==> config.mk <==
export PLATFORM = sky130hd
export DESIGN_NAME = arp_cache_responder
export DESIGN_NICKNAME = d
export VERILOG_FILES = /design/src/arpc_pkg.sv /design/src/arpc_ctrl.sv /design/src/arpc_dp.sv /design/src/arp_cache_responder.sv
export SDC_FILE = /design/constraint.sdc
export NUM_CORES = 2
export LEC_CHECK = 0
export BUFFER_PORTS_ARGS = -buffer_cell sky130_fd_sc_hd__clkbuf_2
export CAP_MARGIN = 25
export CORE_MARGIN = 2
export CORE_UTILIZATION = 50
export CTS_CLUSTER_DIAMETER = 150
export DETAILED_ROUTE_END_ITERATION = 10
export HOLD_SLACK_MARGIN = 0.08
export PLACE_DENSITY = 0.67
export SLEW_MARGIN = 30
export SYNTH_ARGS = -nofsm -noshare
export SYNTH_HDL_FRONTEND = slang
export SYNTH_SLANG_ARGS = --single-unit
==> constraint.sdc <==
create_clock -name clock -period 12.5 [get_ports clock]
set_input_delay 1.875 -clock clock [delete_from_list [all_inputs] [get_ports clock]]
set_output_delay 1.875 -clock clock [all_outputs]
set_load 0.01 [all_outputs]
==> src/arpc_pkg.sv <==
// Shared types and constants for the ARP cache responder.
package arpc_pkg;

   localparam int TABLE_ENTRIES = 32;
   localparam int IDX_W = (TABLE_ENTRIES > 1) ? $clog2(TABLE_ENTRIES) : 1;

   localparam int CSR_IDX_W = 8;
   localparam int CSR_DATA_W = 48;

   localparam logic [CSR_IDX_W-1:0] CSR_OWN_MAC = CSR_IDX_W'(0);
   localparam logic [CSR_IDX_W-1:0] CSR_OWN_IP = CSR_IDX_W'(1);

   localparam logic [1:0] KIND_LOOKUP = 2'd0;
   localparam logic [1:0] KIND_RX = 2'd1;
   localparam logic [1:0] KIND_SEND_REQ = 2'd2;

   localparam logic [1:0] STATUS_OK = 2'd0;
   localparam logic [1:0] STATUS_SHORT = 2'd1;
   localparam logic [1:0] STATUS_BAD_TYPE = 2'd2;
   localparam logic [1:0] STATUS_FULL = 2'd3;

   localparam logic [1:0] SEND_OP_NONE = 2'd0;
   localparam logic [1:0] SEND_OP_REQUEST = 2'd1;
   localparam logic [1:0] SEND_OP_REPLY = 2'd2;

   localparam logic [15:0] ARP_OP_REQUEST = 16'd1;
   localparam logic [15:0] MIN_PKT_LEN = 16'd28;
   localparam logic [15:0] HTYPE_ETHERNET = 16'd1;
   localparam logic [15:0] PTYPE_IPV4 = 16'h0800;
   localparam logic [7:0] HLEN_ETHERNET = 8'd6;
   localparam logic [7:0] PLEN_IPV4 = 8'd4;
   localparam logic [47:0] BROADCAST_MAC = 48'hFFFF_FFFF_FFFF;

   typedef struct packed {
      logic load_req;
      logic scan_step;
      logic commit;
   } arpc_cmd_type;

   typedef struct packed {
      logic need_scan;
      logic scan_last;
      logic rsp_free;
   } arpc_sts_type;

endpackage

==> src/arpc_ctrl.sv <==
// Controller state machine: accept, table scan, drain, commit.
module arpc_ctrl (
   input  logic                   clock,
   input  logic                   reset,
   input  logic                   req_valid,
   output logic                   req_ready,
   input  arpc_pkg::arpc_sts_type sts,
   output arpc_pkg::arpc_cmd_type cmd
);

   typedef enum logic [3:0] {
      ST_IDLE   = 4'b0001,
      ST_SCAN   = 4'b0010,
      ST_DRAIN  = 4'b0100,
      ST_COMMIT = 4'b1000
   } state_type;

   state_type state_ff, state_in;

   always_comb begin
      state_in = state_ff;
      cmd = '0;
      req_ready = 1'b0;
      case (state_ff)
         ST_IDLE: begin
            req_ready = 1'b1;
            if (req_valid) begin
               cmd.load_req = 1'b1;
               state_in = sts.need_scan ? ST_SCAN : ST_COMMIT;
            end
         end
         ST_SCAN: begin
            cmd.scan_step = 1'b1;
            if (sts.scan_last) begin
               state_in = ST_DRAIN;
            end
         end
         ST_DRAIN: begin
            state_in = ST_COMMIT;
         end
         ST_COMMIT: begin
            if (sts.rsp_free) begin
               cmd.commit = 1'b1;
               state_in = ST_IDLE;
            end
         end
         default: begin
            state_in = ST_IDLE;
         end
      endcase
   end

   always_ff @(posedge clock) begin
      if (reset) begin
         state_ff <= ST_IDLE;
      end else begin
         state_ff <= state_in;
      end
   end

endmodule

==> src/arpc_dp.sv <==
// Datapath: request registers, entry table, scan compare and result register.
module arpc_dp (
   input  logic                                clock,
   input  logic                                reset,
   input  arpc_pkg::arpc_cmd_type              cmd,
   output arpc_pkg::arpc_sts_type              sts,
   input  logic                                rsp_ready,
   input  logic                                csr_valid,
   input  logic [arpc_pkg::CSR_IDX_W-1:0]      csr_index,
   input  logic [arpc_pkg::CSR_DATA_W-1:0]     csr_wdata,
   input  logic [1:0]                          req_type,
   input  logic [31:0]                         req_ip_addr,
   input  logic [15:0]                         req_pkt_len,
   input  logic [15:0]                         req_htype,
   input  logic [15:0]                         req_ptype,
   input  logic [7:0]                          req_hlen,
   input  logic [7:0]                          req_plen,
   input  logic [15:0]                         req_opcode,
   input  logic [47:0]                         req_sender_mac,
   input  logic [31:0]                         req_sender_ip,
   output logic                                rsp_valid,
   output logic [1:0]                          rsp_status,
   output logic                                rsp_found,
   output logic [47:0]                         rsp_found_mac,
   output logic                                rsp_was_update,
   output logic                                rsp_len_warning,
   output logic                                rsp_send_valid,
   output logic [1:0]                          rsp_send_opcode,
   output logic [47:0]                         rsp_send_dest_mac,
   output logic [31:0]                         rsp_send_dest_ip
);

   localparam int N = arpc_pkg::TABLE_ENTRIES;
   localparam int IW = arpc_pkg::IDX_W;

   logic [47:0] own_mac_ff;
   logic [31:0] own_ip_ff;

   logic [1:0]  kind_ff;
   logic        short_ff, bad_ff, warn_ff, op_req_ff;
   logic [31:0] key_ff, dip_ff, sip_ff;
   logic [47:0] smac_ff;
   logic        is_short, is_bad;

   logic [N-1:0]  valid_ff;
   logic [31:0]   ip_mem [N];
   logic [47:0]   mac_mem [N];
   logic [31:0]   ip_q_ff;
   logic [47:0]   mac_q_ff;
   logic [IW-1:0] cnt_ff;
   logic          rd_vld_ff;
   logic [IW-1:0] rd_idx_ff;

   logic          hit_ff, free_ff;
   logic [IW-1:0] hit_idx_ff, free_idx_ff;
   logic [47:0]   hit_mac_ff;

   logic          wr_ip, wr_mac, set_valid;
   logic [IW-1:0] wr_idx;
   logic [1:0]    res_status, res_send_op;
   logic          res_found, res_update, res_warn, res_send;
   logic [47:0]   res_found_mac, res_dmac;
   logic [31:0]   res_dip;

   logic          rsp_valid_ff;
   logic [1:0]    status_ff, send_op_ff;
   logic          found_ff, update_ff, warn_out_ff, send_ff;
   logic [47:0]   found_mac_ff, dmac_ff;
   logic [31:0]   dip_out_ff;

   // configuration registers
   always_ff @(posedge clock) begin
      if (reset) begin
         own_mac_ff <= '0;
         own_ip_ff <= '0;
      end else if (csr_valid) begin
         if (csr_index == arpc_pkg::CSR_OWN_MAC) begin
            own_mac_ff <= csr_wdata;
         end else if (csr_index == arpc_pkg::CSR_OWN_IP) begin
            own_ip_ff <= csr_wdata[31:0];
         end
      end
   end

   assign is_short = req_pkt_len < arpc_pkg::MIN_PKT_LEN;
   assign is_bad = (req_htype != arpc_pkg::HTYPE_ETHERNET) ||
                   (req_ptype != arpc_pkg::PTYPE_IPV4);

   always_ff @(posedge clock) begin
      if (cmd.load_req) begin
         kind_ff <= req_type;
         short_ff <= is_short;
         bad_ff <= is_bad;
         warn_ff <= (req_hlen != arpc_pkg::HLEN_ETHERNET) ||
                    (req_plen != arpc_pkg::PLEN_IPV4);
         op_req_ff <= req_opcode == arpc_pkg::ARP_OP_REQUEST;
         key_ff <= (req_type == arpc_pkg::KIND_LOOKUP) ? req_ip_addr : req_sender_ip;
         dip_ff <= req_ip_addr;
         sip_ff <= req_sender_ip;
         smac_ff <= req_sender_mac;
      end
   end

   assign sts.need_scan = (req_type == arpc_pkg::KIND_LOOKUP) ||
                          ((req_type == arpc_pkg::KIND_RX) && !is_short && !is_bad);
   assign sts.scan_last = cnt_ff == IW'(N - 1);
   assign sts.rsp_free = !rsp_valid_ff || rsp_ready;

   // scan counter and read pipeline
   always_ff @(posedge clock) begin
      if (reset) begin
         cnt_ff <= '0;
         rd_vld_ff <= 1'b0;
      end else begin
         rd_vld_ff <= cmd.scan_step;
         if (cmd.load_req) begin
            cnt_ff <= '0;
         end else if (cmd.scan_step) begin
            cnt_ff <= cnt_ff + IW'(1);
         end
      end
   end

   always_ff @(posedge clock) begin
      if (cmd.scan_step) begin
         ip_q_ff <= ip_mem[cnt_ff];
         mac_q_ff <= mac_mem[cnt_ff];
         rd_idx_ff <= cnt_ff;
      end
      if (wr_ip) begin
         ip_mem[wr_idx] <= sip_ff;
      end
      if (wr_mac) begin
         mac_mem[wr_idx] <= smac_ff;
      end
   end

   always_ff @(posedge clock) begin
      if (reset) begin
         valid_ff <= '0;
      end else if (set_valid) begin
         valid_ff[wr_idx] <= 1'b1;
      end
   end

   // hit and first free slot, tracked over the scan
   always_ff @(posedge clock) begin
      if (reset) begin
         hit_ff <= 1'b0;
         free_ff <= 1'b0;
      end else if (cmd.load_req) begin
         hit_ff <= 1'b0;
         free_ff <= 1'b0;
      end else if (rd_vld_ff) begin
         if (valid_ff[rd_idx_ff] && (ip_q_ff == key_ff) && !hit_ff) begin
            hit_ff <= 1'b1;
         end
         if (!valid_ff[rd_idx_ff] && !free_ff) begin
            free_ff <= 1'b1;
         end
      end
   end

   always_ff @(posedge clock) begin
      if (rd_vld_ff && valid_ff[rd_idx_ff] && (ip_q_ff == key_ff) && !hit_ff) begin
         hit_idx_ff <= rd_idx_ff;
         hit_mac_ff <= mac_q_ff;
      end
      if (rd_vld_ff && !valid_ff[rd_idx_ff] && !free_ff) begin
         free_idx_ff <= rd_idx_ff;
      end
   end

   // result and table update
   always_comb begin
      res_status = arpc_pkg::STATUS_OK;
      res_found = 1'b0;
      res_found_mac = '0;
      res_update = 1'b0;
      res_warn = 1'b0;
      res_send = 1'b0;
      res_send_op = arpc_pkg::SEND_OP_NONE;
      res_dmac = '0;
      res_dip = '0;
      wr_ip = 1'b0;
      wr_mac = 1'b0;
      set_valid = 1'b0;
      wr_idx = hit_idx_ff;
      case (kind_ff)
         arpc_pkg::KIND_LOOKUP: begin
            res_found = hit_ff;
            res_found_mac = hit_ff ? hit_mac_ff : '0;
         end
         arpc_pkg::KIND_RX: begin
            if (short_ff) begin
               res_status = arpc_pkg::STATUS_SHORT;
            end else if (bad_ff) begin
               res_status = arpc_pkg::STATUS_BAD_TYPE;
            end else begin
               res_warn = warn_ff;
               if (hit_ff) begin
                  wr_mac = cmd.commit;
                  res_update = 1'b1;
               end else if (free_ff) begin
                  wr_idx = free_idx_ff;
                  wr_ip = cmd.commit;
                  wr_mac = cmd.commit;
                  set_valid = cmd.commit;
               end else begin
                  res_status = arpc_pkg::STATUS_FULL;
               end
               if ((hit_ff || free_ff) && op_req_ff) begin
                  res_send = 1'b1;
                  res_send_op = arpc_pkg::SEND_OP_REPLY;
                  res_dmac = smac_ff;
                  res_dip = sip_ff;
               end
            end
         end
         arpc_pkg::KIND_SEND_REQ: begin
            res_send = 1'b1;
            res_send_op = arpc_pkg::SEND_OP_REQUEST;
            res_dmac = arpc_pkg::BROADCAST_MAC;
            res_dip = dip_ff;
         end
         default: begin
            res_status = arpc_pkg::STATUS_OK;
         end
      endcase
   end

   always_ff @(posedge clock) begin
      if (reset) begin
         rsp_valid_ff <= 1'b0;
      end else if (cmd.commit) begin
         rsp_valid_ff <= 1'b1;
      end else if (rsp_ready) begin
         rsp_valid_ff <= 1'b0;
      end
   end

   always_ff @(posedge clock) begin
      if (cmd.commit) begin
         status_ff <= res_status;
         found_ff <= res_found;
         found_mac_ff <= res_found_mac;
         update_ff <= res_update;
         warn_out_ff <= res_warn;
         send_ff <= res_send;
         send_op_ff <= res_send_op;
         dmac_ff <= res_dmac;
         dip_out_ff <= res_dip;
      end
   end

   assign rsp_valid = rsp_valid_ff;
   assign rsp_status = status_ff;
   assign rsp_found = found_ff;
   assign rsp_found_mac = found_mac_ff;
   assign rsp_was_update = update_ff;
   assign rsp_len_warning = warn_out_ff;
   assign rsp_send_valid = send_ff;
   assign rsp_send_opcode = send_op_ff;
   assign rsp_send_dest_mac = dmac_ff;
   assign rsp_send_dest_ip = dip_out_ff;

endmodule

==> src/arp_cache_responder.sv <==
// ARP cache responder top level: controller, datapath and checks.
// Lookups and received packets that pass the length and type checks walk the
// 32-entry table through one memory read port, one entry per cycle, then pass
// a drain state; dropped packets, send-request and unknown kinds skip both. A
// held result delays the commit; the next transaction waits for the commit.
// Synchronous active-high reset clears all valid bits, the CSR registers, the
// scan counter and flags, rsp_valid and the control state; no clearing pass.
module arp_cache_responder (
   input  logic                               clock,
   input  logic                               reset,
   input  logic                               csr_valid,
   output logic                               csr_ready,
   input  logic [arpc_pkg::CSR_IDX_W-1:0]     csr_index,
   input  logic [arpc_pkg::CSR_DATA_W-1:0]    csr_wdata,
   input  logic                               req_valid,
   output logic                               req_ready,
   input  logic [1:0]                         req_req_type,
   input  logic [31:0]                        req_ip_addr,
   input  logic [15:0]                        req_pkt_len,
   input  logic [15:0]                        req_htype,
   input  logic [15:0]                        req_ptype,
   input  logic [7:0]                         req_hlen,
   input  logic [7:0]                         req_plen,
   input  logic [15:0]                        req_opcode,
   input  logic [47:0]                        req_sender_mac,
   input  logic [31:0]                        req_sender_ip,
   output logic                               rsp_valid,
   input  logic                               rsp_ready,
   output logic [1:0]                         rsp_status,
   output logic                               rsp_found,
   output logic [47:0]                        rsp_found_mac,
   output logic                               rsp_was_update,
   output logic                               rsp_len_warning,
   output logic                               rsp_send_valid,
   output logic [1:0]                         rsp_send_opcode,
   output logic [47:0]                        rsp_send_dest_mac,
   output logic [31:0]                        rsp_send_dest_ip
);

   arpc_pkg::arpc_cmd_type cmd;
   arpc_pkg::arpc_sts_type sts;

   assign csr_ready = 1'b1;

   arpc_ctrl u_ctrl (
      .clock     (clock),
      .reset     (reset),
      .req_valid (req_valid),
      .req_ready (req_ready),
      .sts       (sts),
      .cmd       (cmd)
   );

   arpc_dp u_dp (
      .clock             (clock),
      .reset             (reset),
      .cmd               (cmd),
      .sts               (sts),
      .rsp_ready         (rsp_ready),
      .csr_valid         (csr_valid),
      .csr_index         (csr_index),
      .csr_wdata         (csr_wdata),
      .req_type          (req_req_type),
      .req_ip_addr       (req_ip_addr),
      .req_pkt_len       (req_pkt_len),
      .req_htype         (req_htype),
      .req_ptype         (req_ptype),
      .req_hlen          (req_hlen),
      .req_plen          (req_plen),
      .req_opcode        (req_opcode),
      .req_sender_mac    (req_sender_mac),
      .req_sender_ip     (req_sender_ip),
      .rsp_valid         (rsp_valid),
      .rsp_status        (rsp_status),
      .rsp_found         (rsp_found),
      .rsp_found_mac     (rsp_found_mac),
      .rsp_was_update    (rsp_was_update),
      .rsp_len_warning   (rsp_len_warning),
      .rsp_send_valid    (rsp_send_valid),
      .rsp_send_opcode   (rsp_send_opcode),
      .rsp_send_dest_mac (rsp_send_dest_mac),
      .rsp_send_dest_ip  (rsp_send_dest_ip)
   );

   a_busy_after_accept: assert property (@(posedge clock) disable iff (reset)
      (req_valid && req_ready) |=> !req_ready)
      else $error("accepted a transaction while busy");

   a_found_is_lookup_only: assert property (@(posedge clock) disable iff (reset)
      (rsp_valid && rsp_found) |-> (rsp_status == arpc_pkg::STATUS_OK && !rsp_send_valid
         && !rsp_was_update && !rsp_len_warning))
      else $error("lookup hit mixed with packet fields");

   a_full_sends_nothing: assert property (@(posedge clock) disable iff (reset)
      (rsp_valid && rsp_status == arpc_pkg::STATUS_FULL) |-> (!rsp_send_valid && !rsp_was_update))
      else $error("table-full result sends or updates");

   a_send_opcode: assert property (@(posedge clock) disable iff (reset)
      (rsp_valid && rsp_send_valid) |-> (rsp_send_opcode == arpc_pkg::SEND_OP_REQUEST
         || rsp_send_opcode == arpc_pkg::SEND_OP_REPLY))
      else $error("send without a valid opcode");

endmodule

Word level (Yosys, flattened, before mapping)
Memories as Yosys holds them, arrays and structs flattened. A register that Yosys moved wholly into a read port is not among the register bits.
Cells that the tools add are included.
{"block": "totals", "ram_bits": 2560, "reg_bits": 394, "elab_cells": 146, "out_inout_bits": 139, "in_bits": 255, "n_memories": 2}
{"block": "op_classes", "bitwise": 2, "add_sub_neg": 1, "eq_ne": 17, "reduce_logical": 33, "n_lt_le_gt_ge": 4, "n_mux": 57}
{"memory": "u_dp.mac_mem", "depth": 32, "word_bits": 48, "read_ports": 1, "rd_clocked_by_memory_dff": 1, "write_ports": 1, "line": "arpc_dp.sv:47", "source": "logic [47:0] mac_mem [N];"}
{"memory": "u_dp.ip_mem", "depth": 32, "word_bits": 32, "read_ports": 1, "rd_clocked_by_memory_dff": 1, "write_ports": 1, "line": "arpc_dp.sv:46", "source": "logic [31:0] ip_mem [N];"}
{"operator": "48-bit 2-to-1 mux", "n": 3}
{"operator": "32-bit 2-to-1 mux", "n": 4}
{"operator": "48-bit case mux with 2 select lines", "n": 1}
{"operator": "32-bit case mux with 2 select lines", "n": 1}
{"operator": "32-bit == test", "n": 1}
{"operator": "32-bit bitwise OR", "n": 1}
{"operator": "1-bit 2-to-1 mux", "n": 28}
{"operator": "5-bit 2-to-1 mux", "n": 5}
{"operator": "16-bit by 1-bit == test with 1-bit output, second input constant", "n": 1}
{"operator": "16-bit by 5-bit < comparator with 1-bit output, second input constant", "n": 1}
{"operator": "4-bit 2-to-1 mux", "n": 4}
{"operator": "16-bit by 1-bit inequality test with 1-bit output, second input constant", "n": 1}
{"operator": "16-bit by 12-bit inequality test with 1-bit output, second input constant", "n": 1}
{"operator": "8-bit by 3-bit inequality test with 1-bit output, second input constant", "n": 2}
{"operator": "4-bit case mux with 4 select lines", "n": 1}
{"operator": "1-bit logical AND", "n": 12}
{"operator": "5-bit by 6-bit < comparator with 1-bit output, second input constant", "n": 2}
{"operator": "2-bit 2-to-1 mux", "n": 6}
{"operator": "1-bit zero test", "n": 6}
{"operator": "2-bit inequality test, second input constant", "n": 3}
{"operator": "2-bit AND reduction", "n": 3}
{"operator": "5-bit by 1-bit adder with 5-bit output, second input constant", "n": 1}
{"operator": "1-bit binary-select mux with 5-bit select", "n": 1}
{"operator": "1-bit demux with 5-bit select", "n": 1}
{"operator": "17 further kinds", "n": 24}

Longest topological paths before layout
{"block": "depth", "ltp_word": 11, "depth_mapped": 10, "depth_no_buf": 7}

By module
From an unflattened synthesis, not the netlist that was laid out.
{"block": "unflattened", "hier_cells": 4724, "hier_area_um2": 114003.1}
{"module": "arpc_dp", "instances": 1, "area_each_um2": 113731.6, "cells_each": 4691, "seq_area_each_um2": 90576.9}
{"module": "arpc_ctrl", "instances": 1, "area_each_um2": 260.2, "cells_each": 31, "seq_area_each_um2": 80.1}
{"module": "arp_cache_responder", "instances": 1, "area_each_um2": 11.3, "cells_each": 2, "seq_area_each_um2": 0.0}

Worst setup path before layout
No wires, ideal clock.
{"block": "synth_timing", "path_kind": "input to register", "start": "in rsp_ready", "end": "reg u_dp.found_ff, in the netlist u_dp.rsp_found (enable)", "setup_time_ps": 633, "t_required_ps": 11867, "n_path_buf": 0, "arrival_ps": 7606, "path_stages": 2, "setup_slack_ps": 4260, "path_cell_list": "nor2b_1 > nor2_1"}
{"item": "from (decl)", "line": "arp_cache_responder.sv:28", "source": "input logic rsp_ready,"}
{"item": "to (signal assigned)", "line": "arpc_dp.sv:245", "source": "found_ff <= res_found;"}
{"item": "to (decl)", "line": "arpc_dp.sv:67", "source": "logic found_ff, update_ff, warn_out_ff, send_ff;"}

Final worst setup path
{"block": "layout_timing", "start": "reg u_dp.kind_ff[1]", "end": "mem u_dp.mac_mem[26][2] (enable)"}
{"block": "layout_via", "elab_chain_cells": 4, "word_cells_on_any_way": 5, "classes_between": "eq/ne: 1; mux: 4"}
{"item": "from (decl)", "line": "arpc_dp.sv:39", "source": "logic [1:0] kind_ff;"}
{"item": "from (signal assigned)", "line": "arpc_dp.sv:91", "source": "kind_ff <= req_type;"}
{"item": "2-bit by 1-bit == test with 1-bit output (*)", "line": "arpc_dp.sv:189", "source": "case (kind_ff)"}
{"item": "1-bit 2-to-1 mux", "line": "arpc_dp.sv:189"}
{"item": "1-bit 2-to-1 mux", "line": "arpc_dp.sv:133", "source": "if (wr_mac) begin"}
{"item": "1-bit 2-to-1 mux (implied by the code)", "line": "arpc_dp.sv:134", "source": "mac_mem[wr_idx] <= smac_ff;"}
{"item": "to (decl)", "line": "arpc_dp.sv:47"}
Mark *: on every way between the ends. The rest lies on a longest branch, timed or not.

==> summary.txt <==
Final layout
  • P&R area growth vs syn: 14.69%
  • Layout cells sized above 1: 35.86%
  • NumNets Final: 5,544
  • Util after Layout: 57.65%
  • Cell area after layout: 131,000 µm²
  • Fill cells: 15,990

Drt
  • WL met2: 137.5 mm
  • Uppermost layer routed: met5
  • Vias per inst: 6.271
  • Met3 wire len: 22.53 mm
  • Routed Antenna Nets: 0
  • Number of vias in the routed layout: 53,410
  • WL final: 277.5 mm
  • Post-route DRC: 0
  • Met1 wire length: 109.9 mm
  • Routed len/inst: 32.58 µm
  • Starting DRT DRC Count: 6,701
  • Router iterations before antenna repair: 7

Pwr
  • Lkg Pwr: 40.66 nW
  • Peak VDD IR: 0.0001150 V
  • Power Dens Cells: 156.3 nW/µm²

Worst setup path
  • Setup CP Type: reg -> reg
  • Crit end category: register
  • Crit path max fanout: 30
  • CP arrival: 6040 ps
  • WP data required: 13,040 ps
  • Startpoint Class: register

Floorplanning
  • Placement Rows: 175
  • Die area: 232,300 µm²
  • Die Wd: 482.0 µm
  • Die Span Y: 482.0 µm
  • Ports: 394
  • Starting density of the core: 50.27%
  • CORE AREA: 227,300 µm²

Yosys
  • Distinct cells, synth: 56
  • Synthesized instance count: 4,668
  • Sequential share of the synthesized area: 79.35%
  • Syn Nets: 4,929
  • Syn Std Cell Area: 114,300 µm²
  • Main synth FF type: edfxtp_1
  • Synth Area per Inst: 24.48 µm²
  • Synth Warn #: 0
  • EDFF count, synth: 2,989
  • #FFs+latches synth: 3,034
  • Ys async rst share: 0%

Timing
  • Relative max-transition margin: 32.80%
  • Tcrit/Tclk final: 43.98%
  • Final setup TNS: 0 ps
  • Count of final setup violators: 0
  • Slew Limit Fails: 0
  • Unrepaired setup endpoints after global routing: false
  • Clock Skews: 70.51 ps
  • Min Hold Slack: 421.4 ps
  • Fmax: 181.9 MHz
  • Worst slew pin tran: 1006 ps
  • Hold Fails Final Rpt: 0
  • Minimum clock period: 5498 ps

Clock network
  • Worst-path clk slew: 60 ps
  • Clock Tree Buf Depth: 4
  • Clock sinks: 3,034
  • Clock insertion delay at the later pin of the skew report: 950 ps
  • Htree depth: 5
  • Post-CTS Hold Buffers: 0
  • CTS root buf: clkbuf_16
  • TritonCTS Buffers: 319
  • CTS tree: yes
  • Resized cells post-CTS: 0
  • Setup Buffers After CTS: 0

Placement
  • DP Area: 120,500 µm²
  • Routability cong.: 0.7668
  • Port-buffer cells: 333
  • DP Wirelength: 136.1 mm

Global routing
  • Initial antenna violation count: 12
  • GRT Total Usage: 23.82%
  • Global-route wire length before repair: 391.7 mm
  • GR Overflow Total: 0
  • Vias in the first global route: 53,760
  • Pin count of the biggest net entering global routing: 142

Hold path
  • Min-delay worst type: reg -> reg

Status
  • Status: complete, no violations

Flow run
  • Max cap viols: 0
critical path, stage by stage, from the launching register on:
cell and delay [ps]:
edfxtp_1 430, inv_1 110, ha_1 210, or3b_1 510
o21ai_0 260, and2_1 790, nand3_1 900, nor2_4 1060
buf_4 790
where the power goes:
part	switching, W	leakage (nW)	internal, W
Sequential	0.0000816	27.5	0.0112
Combinational	0.000205	8.46	0.000104
Clock	0.00374	4.70	0.00510
sequential cells by signal (all words and copies together), names as in the netlist, 48 cells and up:
signal,cells
u_dp.mac_q_ff,48
u_dp.rsp_found_mac,48
u_dp.ip_mem,1024
u_dp.smac_ff,48
u_dp.rsp_send_dest_mac,48
u_dp.mac_mem,1536
u_dp.hit_mac_ff,48
metal layers:
metal	up-vias	global-route usage, %
met5	-	0
met4	4	6.861
met3	468	3.516
met2	2677	38.63
met1	28890	34.11
li1	21370	-
final timing paths:
path	start	slack, ps	cells after the start	end
hold / removal	u_dp.mac_q_ff[30]	420	0	u_dp.hit_mac_ff[30]
setup / recovery	u_dp.kind_ff[1]	7000	8	u_dp.mac_mem[26][2]
hold reg to reg	u_dp.mac_q_ff[30]	420	0	u_dp.hit_mac_ff[30]
setup reg to reg	u_dp.kind_ff[1]	7000	8	u_dp.mac_mem[26][2]
kinds of logic after synthesis:
| group | synth area share [%] |
|---|---|
| compound gates | 0.9955 |
| flops | 79.35 |
| buf+inv | 0.8619 |
| other cells | 0.003282 |
| mux | 17.05 |
| xor+xnor | 0.2683 |
| fa+ha+maj | 0.06571 |
| simple gates | 1.403 |
Yosys cell counts (all sizes together), types with 2 or more instances:
cell type  count  share of area (%)
a41oi         12              0.092
nor4b          9              0.074
a21oi          7              0.031
inv            3             0.0099
xor2           2              0.015
nand2b        11              0.060
or2            3              0.016
clkbuf       186               0.61
a22o          32               0.25
o31ai          2              0.013
nor4          36               0.27
mux2i         19               0.17
o21ba         20               0.18
nor3b          6              0.039
buf           55               0.24
dfxtp         45               0.79
and4           2              0.015
mux4         800                 16
nor2b          5              0.027
xnor2         33               0.25
a22oi          4              0.026
and3b          2              0.015
nand2         15              0.049
a21o          29               0.19
ha             6              0.066
o21ai         11              0.048
and2           7              0.038
nor3           6              0.026
nor2          75               0.25
edfxtp      2989                 79
or4            2              0.016
nand3         17              0.074
nand4         20               0.11
and3          52               0.28
a211oi         2              0.013
mux2         113                1.1
o21a          22               0.14
metrics by stage:
stage	total power, W	setup slack (ps)	cells
after floorplan	0.01165	4260	4668
after global placement	0.01179	6971	7886
after detailed placement	0.01182	6867	7901
after CTS	0.02057	7095	8446
after global routing	0.02102	6822	8517
final	0.02048	7002	8517
final cells by class:
cell class / instances / area (µm²) / area share [%]
Sequential cell: 3034 / 90680 / 69.21
Multi-Input combinational cell: 1390 / 23140 / 17.66
Clock buffer: 385 / 8378 / 6.394
Timing Repair Buffer: 535 / 3810 / 2.908
Tap cell: 3009 / 3765 / 2.873
Clock inverter: 160 / 1240 / 0.9463
Inverter: 3 / 18.77 / 0.01432
Antenna cell: 1 / 2.502 / 0.001910
layout by cell type (no fill, tap or decap), types with 11 or more instances in the layout:
cell / count
nor2_4: 46
mux4_2: 800
nand2_1: 15
buf_6: 61
mux2_2: 113
mux2i_1: 18
a21o_1: 29
buf_4: 99
nand2b_1: 11
a22o_1: 32
clkinvlp_4: 12
nor4_1: 15
and3_1: 52
clkbuf_2: 333
buf_8: 30
nand4_1: 20
dfxtp_1: 39
clkinv_1: 65
a41oi_1: 12
clkbuf_1: 58
nor2_1: 28
o21ba_2: 15
bufinv_16: 17
xnor2_1: 33
clkbuf_16: 325
nand3_1: 17
o21a_1: 22
clkinv_2: 52
edfxtp_1: 2989
nor4_2: 11
No activity file was read; power rests on OpenSTA's default activity.
